===== src/rtl/core/assert_macros.svh =====
// Assertion macros shared by the RTL of the volume fade ramp.
// Each macro checks on the rising edge of aclk and is off while aresetn is low.
`ifndef ASSERT_MACROS_SVH
`define ASSERT_MACROS_SVH

// The consequent holds in the same cycle as the antecedent.
`define ASSERT_SAME(label, ante, cons, msg) \
    label: assert property (@(posedge aclk) disable iff (!aresetn) (ante) |-> (cons)) \
        else $error(msg);

// The consequent holds in the cycle after the antecedent.
`define ASSERT_NEXT(label, ante, cons, msg) \
    label: assert property (@(posedge aclk) disable iff (!aresetn) (ante) |=> (cons)) \
        else $error(msg);

`endif


===== src/rtl/core/vfr_pkg.sv =====
// Package for the volume fade ramp: opcodes, register indexes and fixed widths.
// No dependencies.
`default_nettype none

package vfr_pkg;

    localparam int OP_W      = 2;
    localparam int VOL_IN_W  = 8;
    localparam int MS_W      = 16;
    localparam int CFG_IDX_W = 1;

    typedef logic [OP_W-1:0] opcode_t;

    localparam opcode_t OP_TICK      = 2'd0;
    localparam opcode_t OP_FADE_REQ  = 2'd1;
    localparam opcode_t OP_RETARGET  = 2'd2;
    localparam opcode_t OP_WRITE_MAIN = 2'd3;

    localparam logic [CFG_IDX_W-1:0] REG_FADE_DURATION = 1'd0;
    localparam logic [CFG_IDX_W-1:0] REG_MIN_INTERVAL  = 1'd1;

    localparam logic [MS_W-1:0] FADE_DURATION_RESET = 16'd2000;
    localparam logic [MS_W-1:0] MIN_INTERVAL_RESET  = 16'd10;
    localparam logic [MS_W-1:0] MS_MAX              = 16'hFFFF;

    // Result fields, packed from the top down: amp_write is bit 0, fading the highest bit.
    typedef struct packed {
        logic                fading;
        logic                step_up;
        logic                fade_done;
        logic [VOL_IN_W-1:0] amp_volume;
        logic                amp_write;
    } result_t;

endpackage

`default_nettype wire


===== src/rtl/core/volume_fade_ramp.sv =====
// Volume fade ramp, a master-volume fader stepped by millisecond ticks.
// Depends on vfr_pkg and assert_macros.svh.
// Ticks, retargets and main-volume writes give their result straight from the idle
// state, and so do fade requests that repeat the last request or set the volume at
// once. A fade request that starts a ramp toward a different volume runs the
// shift-subtract divider, which works out duration / distance one quotient bit per
// cycle, then a finish state. A request whose target equals the main volume skips
// the divider for the finish state. Each input transfer gives exactly one result
// transfer, and a result that waits on m_tready holds off the next input transfer.
`default_nettype none

`include "assert_macros.svh"

module volume_fade_ramp
    import vfr_pkg::*;
#(
    parameter int VOLUME_BITS = 8
) (
    input  wire logic                 aclk,
    input  wire logic                 aresetn,
    // Input channel.
    input  wire logic                 s_tvalid,
    output      logic                 s_tready,
    input  wire logic [7:0]           s_tdata,   // [7:0] volume_value
    input  wire logic [OP_W-1:0]      s_tuser,   // [1:0] opcode
    // Result channel.
    output      logic                 m_tvalid,
    input  wire logic                 m_tready,
    // [0] amp_write, [8:1] amp_volume, [9] fade_done, [10] step_up, [11] fading
    output      logic [15:0]          m_tdata,
    // Configuration write port.
    input  wire logic                 cfg_we,
    input  wire logic [CFG_IDX_W-1:0] cfg_index,
    input  wire logic [MS_W-1:0]      cfg_wdata
);

    localparam int VB      = VOLUME_BITS;
    localparam int CNT_W   = $clog2(MS_W);

    localparam logic [1:0] ST_IDLE   = 2'd0;
    localparam logic [1:0] ST_DIV    = 2'd1;
    localparam logic [1:0] ST_FINISH = 2'd2;

    localparam logic [CNT_W-1:0] CNT_LAST = CNT_W'(MS_W - 1);

    logic [1:0]      state_reg, state_next;
    logic [MS_W-1:0] duration_reg, min_ivl_reg;
    logic [VB-1:0]   current_reg, current_next;
    logic [VB-1:0]   target_reg, target_next;
    logic            ramp_up_reg, ramp_up_next;
    logic [MS_W-1:0] interval_reg, interval_next;
    logic [MS_W-1:0] elapsed_reg, elapsed_next;
    logic [VB-1:0]   main_reg, main_next;
    logic [VB-1:0]   last_req_reg, last_req_next;

    // Divider: remainder, dividend shifting into quotient, divisor, step count.
    logic [VB-1:0]    rem_reg, rem_next;
    logic [MS_W-1:0]  quo_reg, quo_next;
    logic [VB-1:0]    dist_reg, dist_next;
    logic [CNT_W-1:0] cnt_reg, cnt_next;

    logic    m_valid_reg, m_valid_next;
    result_t m_data_reg, m_data_next;

    logic            in_xfer;
    opcode_t         op;
    logic [VB-1:0]   vin;
    logic [VB:0]     rem_sh;
    logic            rem_ge;
    logic [MS_W-1:0] elapsed_inc;
    logic [VB:0]     up_next;
    logic [VB-1:0]   down_next;
    logic            reached;
    logic [VB-1:0]   step_vol;
    logic [MS_W-1:0] min_eff;
    logic [MS_W-1:0] quo_ivl;

    assign op       = s_tuser;
    assign vin      = VB'(s_tdata);
    assign s_tready = (state_reg == ST_IDLE) && (!m_valid_reg || m_tready);
    assign in_xfer  = s_tvalid && s_tready;

    assign m_tvalid = m_valid_reg;
    assign m_tdata  = 16'(m_data_reg);

    // Divider step.
    assign rem_sh = {rem_reg, quo_reg[MS_W-1]};
    assign rem_ge = rem_sh >= {1'b0, dist_reg};

    // Tick arithmetic.
    assign elapsed_inc = (elapsed_reg != MS_MAX) ? elapsed_reg + 16'd1 : elapsed_reg;
    assign up_next     = {1'b0, current_reg} + {{VB{1'b0}}, 1'b1};
    assign down_next   = current_reg - {{(VB-1){1'b0}}, 1'b1};

    always_comb begin
        if (current_reg == target_reg) begin
            reached = 1'b1;
        end else if (ramp_up_reg) begin
            reached = up_next >= {1'b0, target_reg};
        end else begin
            // Stepping below zero also ends the fade.
            reached = (current_reg == '0) || (down_next <= target_reg);
        end
        if (reached) begin
            step_vol = target_reg;
        end else if (ramp_up_reg) begin
            step_vol = up_next[VB-1:0];
        end else begin
            step_vol = down_next;
        end
    end

    assign min_eff = (min_ivl_reg == '0) ? 16'd1 : min_ivl_reg;
    // A zero distance skips the divider and leaves the full duration in quo_reg.
    assign quo_ivl = (quo_reg < min_eff) ? min_eff : quo_reg;

    always_comb begin
        state_next    = state_reg;
        current_next  = current_reg;
        target_next   = target_reg;
        ramp_up_next  = ramp_up_reg;
        interval_next = interval_reg;
        elapsed_next  = elapsed_reg;
        main_next     = main_reg;
        last_req_next = last_req_reg;
        rem_next      = rem_reg;
        quo_next      = quo_reg;
        dist_next     = dist_reg;
        cnt_next      = cnt_reg;
        m_valid_next  = m_valid_reg && !m_tready;
        m_data_next   = m_data_reg;

        unique case (state_reg)
            ST_IDLE: begin
                if (in_xfer) begin
                    m_data_next            = '0;
                    m_data_next.step_up    = ramp_up_reg;
                    m_data_next.fading     = interval_reg != '0;
                    m_valid_next           = 1'b1;
                    unique case (op)
                        OP_TICK: begin
                            if (interval_reg != '0) begin
                                elapsed_next = elapsed_inc;
                                if (elapsed_inc >= interval_reg) begin
                                    elapsed_next          = '0;
                                    current_next          = step_vol;
                                    m_data_next.amp_write = 1'b1;
                                    m_data_next.amp_volume = VOL_IN_W'(step_vol);
                                    if (reached) begin
                                        main_next             = target_reg;
                                        interval_next         = '0;
                                        m_data_next.fade_done = 1'b1;
                                        m_data_next.fading    = 1'b0;
                                    end
                                end
                            end
                        end
                        OP_FADE_REQ: begin
                            if (vin != last_req_reg) begin
                                last_req_next = vin;
                                if (duration_reg == '0) begin
                                    m_data_next.amp_write  = 1'b1;
                                    m_data_next.amp_volume = VOL_IN_W'(vin);
                                end else begin
                                    // The result leaves once the interval is known.
                                    m_valid_next = 1'b0;
                                    current_next = main_reg;
                                    target_next  = vin;
                                    ramp_up_next = vin > main_reg;
                                    dist_next    = (vin > main_reg) ? vin - main_reg
                                                                    : main_reg - vin;
                                    rem_next     = '0;
                                    quo_next     = duration_reg;
                                    cnt_next     = '0;
                                    state_next   = (vin == main_reg) ? ST_FINISH : ST_DIV;
                                end
                            end
                        end
                        OP_RETARGET: begin
                            if (interval_reg != '0) begin
                                target_next = main_reg;
                            end
                        end
                        default: begin
                            main_next = vin;
                        end
                    endcase
                end
            end
            ST_DIV: begin
                rem_next = rem_ge ? VB'(rem_sh - {1'b0, dist_reg}) : rem_sh[VB-1:0];
                quo_next = {quo_reg[MS_W-2:0], rem_ge};
                cnt_next = cnt_reg + 1'b1;
                if (cnt_reg == CNT_LAST) begin
                    state_next = ST_FINISH;
                end
            end
            ST_FINISH: begin
                interval_next       = quo_ivl;
                elapsed_next        = '0;
                m_data_next         = '0;
                m_data_next.step_up = ramp_up_reg;
                m_data_next.fading  = 1'b1;
                m_valid_next        = 1'b1;
                state_next          = ST_IDLE;
            end
            default: begin
                state_next = ST_IDLE;
            end
        endcase
    end

    always_ff @(posedge aclk) begin
        if (!aresetn) begin
            state_reg    <= ST_IDLE;
            duration_reg <= FADE_DURATION_RESET;
            min_ivl_reg  <= MIN_INTERVAL_RESET;
            current_reg  <= '0;
            target_reg   <= '0;
            ramp_up_reg  <= 1'b0;
            interval_reg <= '0;
            elapsed_reg  <= '0;
            main_reg     <= '0;
            last_req_reg <= '0;
            m_valid_reg  <= 1'b0;
        end else begin
            state_reg    <= state_next;
            current_reg  <= current_next;
            target_reg   <= target_next;
            ramp_up_reg  <= ramp_up_next;
            interval_reg <= interval_next;
            elapsed_reg  <= elapsed_next;
            main_reg     <= main_next;
            last_req_reg <= last_req_next;
            m_valid_reg  <= m_valid_next;
            if (cfg_we) begin
                unique case (cfg_index)
                    REG_FADE_DURATION: duration_reg <= cfg_wdata;
                    REG_MIN_INTERVAL:  min_ivl_reg  <= cfg_wdata;
                    default: ;
                endcase
            end
        end
    end

    always_ff @(posedge aclk) begin
        rem_reg    <= rem_next;
        quo_reg    <= quo_next;
        dist_reg   <= dist_next;
        cnt_reg    <= cnt_next;
        m_data_reg <= m_data_next;
    end

    `ASSERT_SAME(a_elapsed_below_interval,
        (state_reg == ST_IDLE) && (interval_reg != '0), elapsed_reg < interval_reg,
        "elapsed count reached the step interval without a step")
    `ASSERT_SAME(a_done_writes_amp, m_valid_reg && m_data_reg.fade_done,
        m_data_reg.amp_write, "fade completion without an amplifier write")
    `ASSERT_NEXT(a_div_progress, state_reg == ST_DIV,
        (state_reg == ST_DIV) || (state_reg == ST_FINISH), "divider left its sequence")
    `ASSERT_SAME(a_slot_free_in_div, state_reg == ST_DIV, !m_valid_reg,
        "result pending while the divider runs")

endmodule

`default_nettype wire

===== config.mk =====
export PLATFORM = sky130hd
export DESIGN_NAME = volume_fade_ramp
export DESIGN_NICKNAME = d
export VERILOG_FILES = /design/src/rtl/core/vfr_pkg.sv /design/src/rtl/core/volume_fade_ramp.sv
export VERILOG_INCLUDE_DIRS = /design/src /design/src/rtl/core
export SDC_FILE = /design/constraint.sdc
export NUM_CORES = 1
export LEC_CHECK = 0
export BUFFER_PORTS_ARGS = -buffer_cell sky130_fd_sc_hd__buf_2
export CORE_ASPECT_RATIO = 2
export CORE_MARGIN = 3
export CORE_UTILIZATION = 50
export CTS_CLUSTER_SIZE = 40
export DETAILED_ROUTE_END_ITERATION = 8
export PLACE_DENSITY = 0.78
export SLEW_MARGIN = 20
export SYNTH_ARGS = -nofsm -noshare
export SYNTH_HDL_FRONTEND = slang
export SYNTH_SLANG_ARGS = --single-unit

===== constraint.sdc =====
create_clock -name aclk -period 5.2 [get_ports aclk]
set_input_delay 1.3 -clock aclk [delete_from_list [all_inputs] [get_ports aclk]]
set_output_delay 1.3 -clock aclk [all_outputs]
set_load 0.1 [all_outputs]

==> results of run 1 <==
[worst min path at each step]
stage                  endpoint  slack [ns]  cells after the start
3_5_place_dp    duration_reg[1]        0.46                      2
2_1_floorplan    min_ivl_reg[0]        0.44                      2
3_3_place_gp    duration_reg[1]        0.46                      2
6_report        duration_reg[3]        0.48                      2
5_1_grt        duration_reg[15]        0.50                      2
4_1_cts         duration_reg[1]        0.47                      2
[routing by layer]
metal | share of wire | global-route usage | vias to the layer above
met4 | 0.072 | 0.1709 | 0
met3 | 0.046 | 0.03764 | 145
li1 | - | - | 3925
met1 | 0.34 | 0.2564 | 3987
met2 | 0.54 | 0.4527 | 346
met5 | 0 | 0 | -
[worst max-delay path: cells and delay by family, from the launching register on]
| kind | cells | cell delay [ns] |
|---|---|---|
| simple gates | 6 | 1.93 |
| fa+ha+maj | 1 | 0.30 |
| compound gates | 6 | 1.54 |
| flops | 1 | 0.44 |
| xor+xnor | 1 | 0.14 |
[layout make-up]
type | instances | area (um^2) | share of cell area
flip-flops and latches | 148 | 3443 | 0.3314
well taps | 216 | 270.3 | 0.02601
clock buffers | 17 | 425.4 | 0.04094
clock inverters | 15 | 177.7 | 0.01710
inverters | 91 | 341.6 | 0.03288
multi-input cells | 810 | 5411 | 0.5208
repair buffers | 56 | 320.3 | 0.03083
[placed cells by master, fill, tap and decap left out, drive strengths merged, types with 5 or more instances in the layout]
master,n
and2,5
inv,95
clkbuf,17
edfxtp,48
a311oi,5
nand2,190
buf,56
and3,10
a21o,11
a211o,7
a31oi,6
nand2b,8
or3,5
o211ai,14
a221o,18
clkinv,5
nand4,15
ha,77
mux2i,40
nor4,17
dfxtp,100
xnor2,21
a21oi,63
o21ai,36
o22ai,6
nor2b,12
nor3b,6
nor3,25
nor2,80
xor2,23
a211oi,15
mux2,8
a22oi,10
nand3,24
o21a,5
[cell families (layout without fill, tap and decap cells)]
group,count (synthesis),after routing,share of synthesized area
adders and majority gates,80,80,0.1086
xor gates and xnor gates,44,44,0.04089
DFF,148,148,0.3653
other,1,4,0.0003979
and+or+nand+nor,411,411,0.2006
muxes,48,48,0.05204
AOI/OAI and AO/OA,223,223,0.1687
buffers and inverters,147,179,0.06345
[power by group through the flow]
stage          Sequential (mW)  Clock [mW]  Combinational [mW]
2_1_floorplan             1.35           0               0.379
3_3_place_gp              1.33           0               0.531
3_5_place_dp              1.33           0               0.544
4_1_cts                   1.30        1.29               0.549
5_1_grt                   1.31        1.33               0.604
6_report                  1.31        1.29               0.556
[metrics by stage]
step | util | total power, mW | instances
floorplan | - | 1.729 | 1105
global placement | 0.5307 | 1.860 | 1320
detailed placement | 0.5307 | 1.873 | 1320
CTS | 0.5635 | 3.144 | 1352
global route | 0.5649 | 3.245 | 1353
finish | 0.5649 | 3.149 | 1353
==> results.md, run 1 <==
* Source of the worst register-to-register timing path: elapsed_reg[4]
* Clk root buf: sky130_fd_sc_hd__clkbuf_16
* Total of max-cap violations at 0
* Outcome: finished, final reports clean
* Count of fill cells added during filler insertion at 1646
* Number of remaining DRC errors at 0
* Startpoint types: flop
* Cts bufs inserted at 17
* I/O pin count at 50
* Syn_area_per_cell at 8.553 um^2
* Worst r2r dst: m_tdata[3]
* Library cell contributing the largest single delay on the critical path: sky130_fd_sc_hd__or3_1
* CTS tree: built
* Via count of the routed design at between 8k and 9k
* Highest clock frequency the design can meet at 214.4 MHz
* Most numerous cell types in the synthesized netlist: 190 x sky130_fd_sc_hd__nand2_1, 100 x sky130_fd_sc_hd__dfxtp_1, 90 x sky130_fd_sc_hd__inv_1
* Post-route minimum period at 4.665 ns
* Number of buffers inserted for hold repair after clock tree synthesis at 0
* Drt first pass iters at 5
* Global-route wire length before repair at approximately 40000 um
* Category of the most critical setup path: flop to flop
* Power Dens Cells at just over 300 mW/mm^2
* Iteration-0 DRC Markers at 593
* Number of buffer cells added on primary ports at 45
* Setup Buffers After CTS at 0
* Cell area after technology mapping at between 0.009 and 0.01 mm^2
* Instance area after placement at between 0.009 and 0.01 mm^2
* Final critical-path share of the clock period at 0.8972
* Pin count of the biggest net entering global routing at 50
* Headroom to the max-slew limit at 0.3263
* Residual antenna-violating net count after detailed routing at 0
* Sequential Power Share at 0.415
* Post-synth cell types at 70
* Resized Gates After CTS at 0
* Gate Count Post-Synth at between 1k and 1.5k
* Worst R2R Setup Slack at 0.53 ns
* Count of cells along the worst register-to-register path at 14
* Required time reported for the critical path endpoint at approximately 5.3 ns
* Area share of the largest cell type after synthesis at 0.2124
* Post-route clock skew at roughly 0.008 ns
* Crit Path Max Fanout at 10
* Final-layout worst hold slack at 0.4750 ns
* Dominant register cell in the synthesized netlist: sky130_fd_sc_hd__dfxtp_1
* Insertion delay of the later-clocked pin in the worst-skew pair at ~0.44 ns
* Worst-margin pin slew at a little over 1 ns
* Crit path capture type: flop
* Cell type with the highest aggregate area in the netlist: sky130_fd_sc_hd__dfxtp_1
* Proportion of total power due to net switching at 0.2995
* Worst path setup slack after routing at about 0.53 ns
* RSZ-0062 raised after global routing: false
* Hold path startpoint: duration_reg[3]
* Growth of design area from synthesis to finish at 10.24%
* Number of synthesized flops with an enable pin at 48
* Area of the core region at approximately 0.018 mm^2
* RD Place Congestion at slightly below 1
* Leakage power at roughly 4.3 nW
* Via-to-Cell Ratio at 6.211
* Proportion of register bits with asynchronous set or reset after synthesis at 0
* Register clock-pin slew on the reported worst setup and hold paths at ~0.070 ns
* CTS H-tree depth at 4
* Synthesized flop and latch total at around 150
* Start point of the critical path: elapsed_reg[4]
* Die width at around 100 um
* Maximum clock path buffer count at 2
* Proportion of synthesized chip area in sequential cells at 0.3653
* Combinational share of power at 0.177
* Final hold violations at 0
* Critical Path AT at 4.80 ns
* Most repeated cell in the gate-level netlist after synthesis: sky130_fd_sc_hd__nand2_1
* Placement Rows at 70
* Total routing usage reported by global routing at 0.2523
* Min-Delay Path Class: flop to flop
* Setup tns final at 0 ns
* Sequence of cells on the critical path: and3_1 > nand4_1 > or3_1 > and2_1 > nand2_1 > xnor2_1 > ha_1 > a2111oi_0 > o21ai_0 > a211oi_1 > o21ai_1 > and3_1 > o21ai_0 > a21oi_1
* Max IR drop VDD at 0.1967 mV
* Antenna violations before repair at 0
* Clock sink count at 148
* Routed wire per std cell at 19.19 um
* Internal portion of total power at roughly 2.2 mW
* Floorplan die area at a little over 0.02 mm^2
* Post-Place Setup Slack at 0.4487 ns
* Proportion of layout cells with a drive suffix above 1 at 0.1038
* Final-stage net count at around 1.2k
* Endpoint of the most critical setup path: m_tdata[3]
* HPWL after detailed placement at between 15000 and 20000 um
* Area of all placed cells without fillers at a little over 0.01 mm^2
* CP max stage delay at roughly 0.57 ns
* Effective utilization at floorplan at 0.5124
* Number of global-route vias before repair at just over 8k
* Proportion of power drawn by the clock network at 0.408
* Die extent in y at about 200 um
* P_sw at 0.9429 mW
* Final max-slew violation count at 0
* Overflow left after global routing at 0
* Number of inserted diodes at 0
* Final setup violating endpoints at 0
* Top area cells in the synthesized netlist: sky130_fd_sc_hd__dfxtp_1 21%, sky130_fd_sc_hd__edfxtp_1 15%, sky130_fd_sc_hd__ha_1 10%
* Warnings from Yosys at 0
* Final wirelength at around 26000 um
No activity file was read; power rests on OpenSTA's default activity.
==> run 2, diff against run 1 <==
--- a/config.mk
+++ b/config.mk
@@ -6,6 +6,7 @@
 export SDC_FILE = /design/constraint.sdc
 export NUM_CORES = 1
 export LEC_CHECK = 0
+export ABC_AREA = 0
 export BUFFER_PORTS_ARGS = -buffer_cell sky130_fd_sc_hd__buf_2
 export CORE_ASPECT_RATIO = 2
 export CORE_MARGIN = 3
@@ -13,6 +14,7 @@
 export CTS_CLUSTER_SIZE = 40
 export DETAILED_ROUTE_END_ITERATION = 8
 export PLACE_DENSITY = 0.78
+export RECOVER_POWER = 25
 export SLEW_MARGIN = 20
 export SYNTH_ARGS = -nofsm -noshare
 export SYNTH_HDL_FRONTEND = slang
==> results.md, run 2 (synthesis gave the netlist of run 1 again) <==
* Outcome: finished, violations left
* Violated checks: capacitance limit, slew limit
* Highest clock frequency the design can meet at 215.2 MHz (+0.38%)
* Via-to-Cell Ratio at 6.242 (+0.50%)
* Proportion of total power due to net switching at 0.2998 (about the same)
* Drt first pass iters at 5 (unchanged)
* Effective utilization at floorplan at 0.5124 (unchanged)
* Source of the worst register-to-register timing path: elapsed_reg[4]
* RSZ-0062 raised after global routing: false
* Final-stage net count at 1236 (unchanged)
* Most frequent cells in the layout: 190 x sky130_fd_sc_hd__nand2_1, 100 x sky130_fd_sc_hd__dfxtp_1, 90 x sky130_fd_sc_hd__inv_1, 78 x sky130_fd_sc_hd__nor2_1, 77 x sky130_fd_sc_hd__ha_1
* Residual antenna-violating net count after detailed routing at 0 (unchanged)
* Final hold violations at 0 (unchanged)
* Final setup violating endpoints at 0 (unchanged)
* Total of max-cap violations at 1 (+1)
* Final max-slew violation count at 50 (+50)
* Sequential Power Share at 0.415 (about the same)
* I/O pin count at 50 (unchanged)
* Proportion of layout cells with a drive suffix above 1 at 0.09235 (-0.01143)
* Post-layout power at 3.148 mW (about the same)
* Growth of design area from synthesis to finish at 9.956%
* Overflow left after global routing at 0 (unchanged)
* Headroom to the max-slew limit at -0.6746 (-1.001)
* Global-route wire length before repair at 40480 um (unchanged)
* Number of inserted diodes at 0 (unchanged)
* Required time reported for the critical path endpoint at 5.33 ns (about the same)
* Via count of the routed design at 8445 (+0.50%)
* Routed wire per std cell at 19.22 um (+0.13%)
* Clock sink count at 148 (unchanged)
* RD Place Congestion at 0.9615 (unchanged)
* Die extent in y at 200.2 um (unchanged)
* Number of remaining DRC errors at 0 (unchanged)
* Internal portion of total power at 2.204 mW (about the same)
* Maximum clock path buffer count at 2 (unchanged)
* Crit Path Max Fanout at 10 (unchanged)
* Critical Path AT at 4.78 ns (-0.02 ns)
* Number of buffers inserted for hold repair after clock tree synthesis at 0 (unchanged)
* Clk root buf: sky130_fd_sc_hd__clkbuf_16
* Startpoint types: flop
* Power Dens Cells at 303.7 mW/mm^2 (+0.22%)
* Cts bufs inserted at 17 (unchanged)
* Min-Delay Path Class: flop to flop
* Area of the core region at 0.01839 mm^2 (unchanged)
* Max IR drop VDD at 0.1966 mV (about the same)
* Number of buffer cells added on primary ports at 45 (unchanged)
* Category of the most critical setup path: flop to flop
* Antenna violations before repair at 0 (unchanged)
* Iteration-0 DRC Markers at 576 (-2.9%)
* Die width at 103.1 um (unchanged)
* Total routing usage reported by global routing at 0.2523 (unchanged)
* Final-layout worst hold slack at 0.4753 ns (+0.0003210 ns)
* Insertion delay of the later-clocked pin in the worst-skew pair at 0.44 ns (about the same)
* CTS tree: built
* Placement Rows at 70 (unchanged)
* Proportion of power drawn by the clock network at 0.408 (about the same)
* Commonest non-fill, non-tap cell in the layout: sky130_fd_sc_hd__nand2_1
* Post-route minimum period at 4.647 ns (-0.01782 ns)
* Floorplan die area at 0.02063 mm^2 (unchanged)
* Setup tns final at 0 ns (unchanged)
* P_sw at 0.9435 mW (about the same)
* HPWL after detailed placement at 19310 um (unchanged)
* Register clock-pin slew on the reported worst setup and hold paths at 0.07 ns (about the same)
* Resized Gates After CTS at 0 (unchanged)
* Crit path capture type: flop
* Post-route clock skew at 0.008165 ns (+0.0001374 ns)
* Combinational share of power at 0.177 (about the same)
* Hold path startpoint: duration_reg[3]
* Start point of the critical path: elapsed_reg[4]
* Final wirelength at 26000 um (+0.13%)
* Pin count of the biggest net entering global routing at 50 (unchanged)
* Number of global-route vias before repair at 8160 (unchanged)
* CTS H-tree depth at 4 (unchanged)
* Leakage power at 4.260 nW (-0.87%)
* Worst-margin pin slew at 2.512 ns (+1.503 ns)
* Final critical-path share of the clock period at 0.8937 (-0.003427)
run 2: cell count changes in the layout (fill, tap and decap cells not counted):
cell	before	now
sky130_fd_sc_hd__clkbuf_1	0	11
sky130_fd_sc_hd__inv_2	1	0
sky130_fd_sc_hd__nor3_1	23	24
sky130_fd_sc_hd__and2_0	0	1
sky130_fd_sc_hd__buf_4	10	7
sky130_fd_sc_hd__buf_2	45	36
sky130_fd_sc_hd__clkbuf_2	0	1
sky130_fd_sc_hd__nor3_2	1	0
sky130_fd_sc_hd__inv_1	89	90
sky130_fd_sc_hd__and2_1	5	4
run 2: worst paths after layout:
path / to / slack [ns] / cells after the start
max: m_tdata[4] / 0.55 / 14
min: duration_reg[3] / 0.48 / 2
min reg2reg: duration_reg[3] / 0.48 / 2
max reg2reg: m_tdata[4] / 0.55 / 14
run 2: worst max-delay path, cell delays in order (launching register included):
cell,delay (ns)
sky130_fd_sc_hd__dfxtp_1,0.44
sky130_fd_sc_hd__and3_1,0.28
sky130_fd_sc_hd__nand4_1,0.25
sky130_fd_sc_hd__or3_1,0.57
sky130_fd_sc_hd__and2_1,0.32
sky130_fd_sc_hd__nand2_1,0.13
sky130_fd_sc_hd__xnor2_1,0.14
sky130_fd_sc_hd__ha_1,0.30
sky130_fd_sc_hd__a2111oi_0,0.43
sky130_fd_sc_hd__o21ai_0,0.21
sky130_fd_sc_hd__a211oi_1,0.36
sky130_fd_sc_hd__o21ai_1,0.26
sky130_fd_sc_hd__and3_1,0.38
sky130_fd_sc_hd__o21ai_0,0.13
sky130_fd_sc_hd__a21oi_1,0.13
run 2: area by class of cell:
cell class | instances | area (um^2)
Fill cell | 1657 | 8029
Multi-Input combinational cell | 810 | 5406
Sequential cell | 148 | 3443
Clock buffer | 17 | 425.4
Inverter | 91 | 341.6
Timing Repair Buffer | 56 | 299.0
Tap cell | 216 | 270.3
Clock inverter | 15 | 177.7
run 2: metrics by stage:
stage | util | area [um^2] | setup slack (ns) | cells
after floorplan | - | 9442 | 0.07453 | 1105
after global placement | 0.5307 | 9761 | 0.6268 | 1320
after detailed placement | 0.5307 | 9761 | 0.4487 | 1320
after CTS | 0.5635 | 10360 | 0.3130 | 1352
after global routing | 0.5635 | 10360 | 0.06524 | 1353
final | 0.5635 | 10360 | 0.5526 | 1353
run 2: power groups by stage:
stage	Clock (mW)	Combinational, mW	Sequential, mW
CTS	1.29	0.549	1.30
global placement	0	0.531	1.33
floorplan	0	0.379	1.35
finish	1.29	0.556	1.31
global route	1.33	0.602	1.31
detailed placement	0	0.544	1.33
run 2: metal layers:
layer / vias up / track usage / share of wire
met2: 379 / 0.4527 / 0.53
met3: 152 / 0.03764 / 0.052
met4: 0 / 0.1709 / 0.078
met1: 3995 / 0.2564 / 0.34
met5: - / 0 / 0
li1: 3919 / - / -
run 2: repair_timing:
| action | CTS | global route |
|---|---|---|
| setup endpoints to repair | 0 | 16 |
| setup buffers | 0 | 1 |
| endpoints found under the hold margin | 0 | 0 |
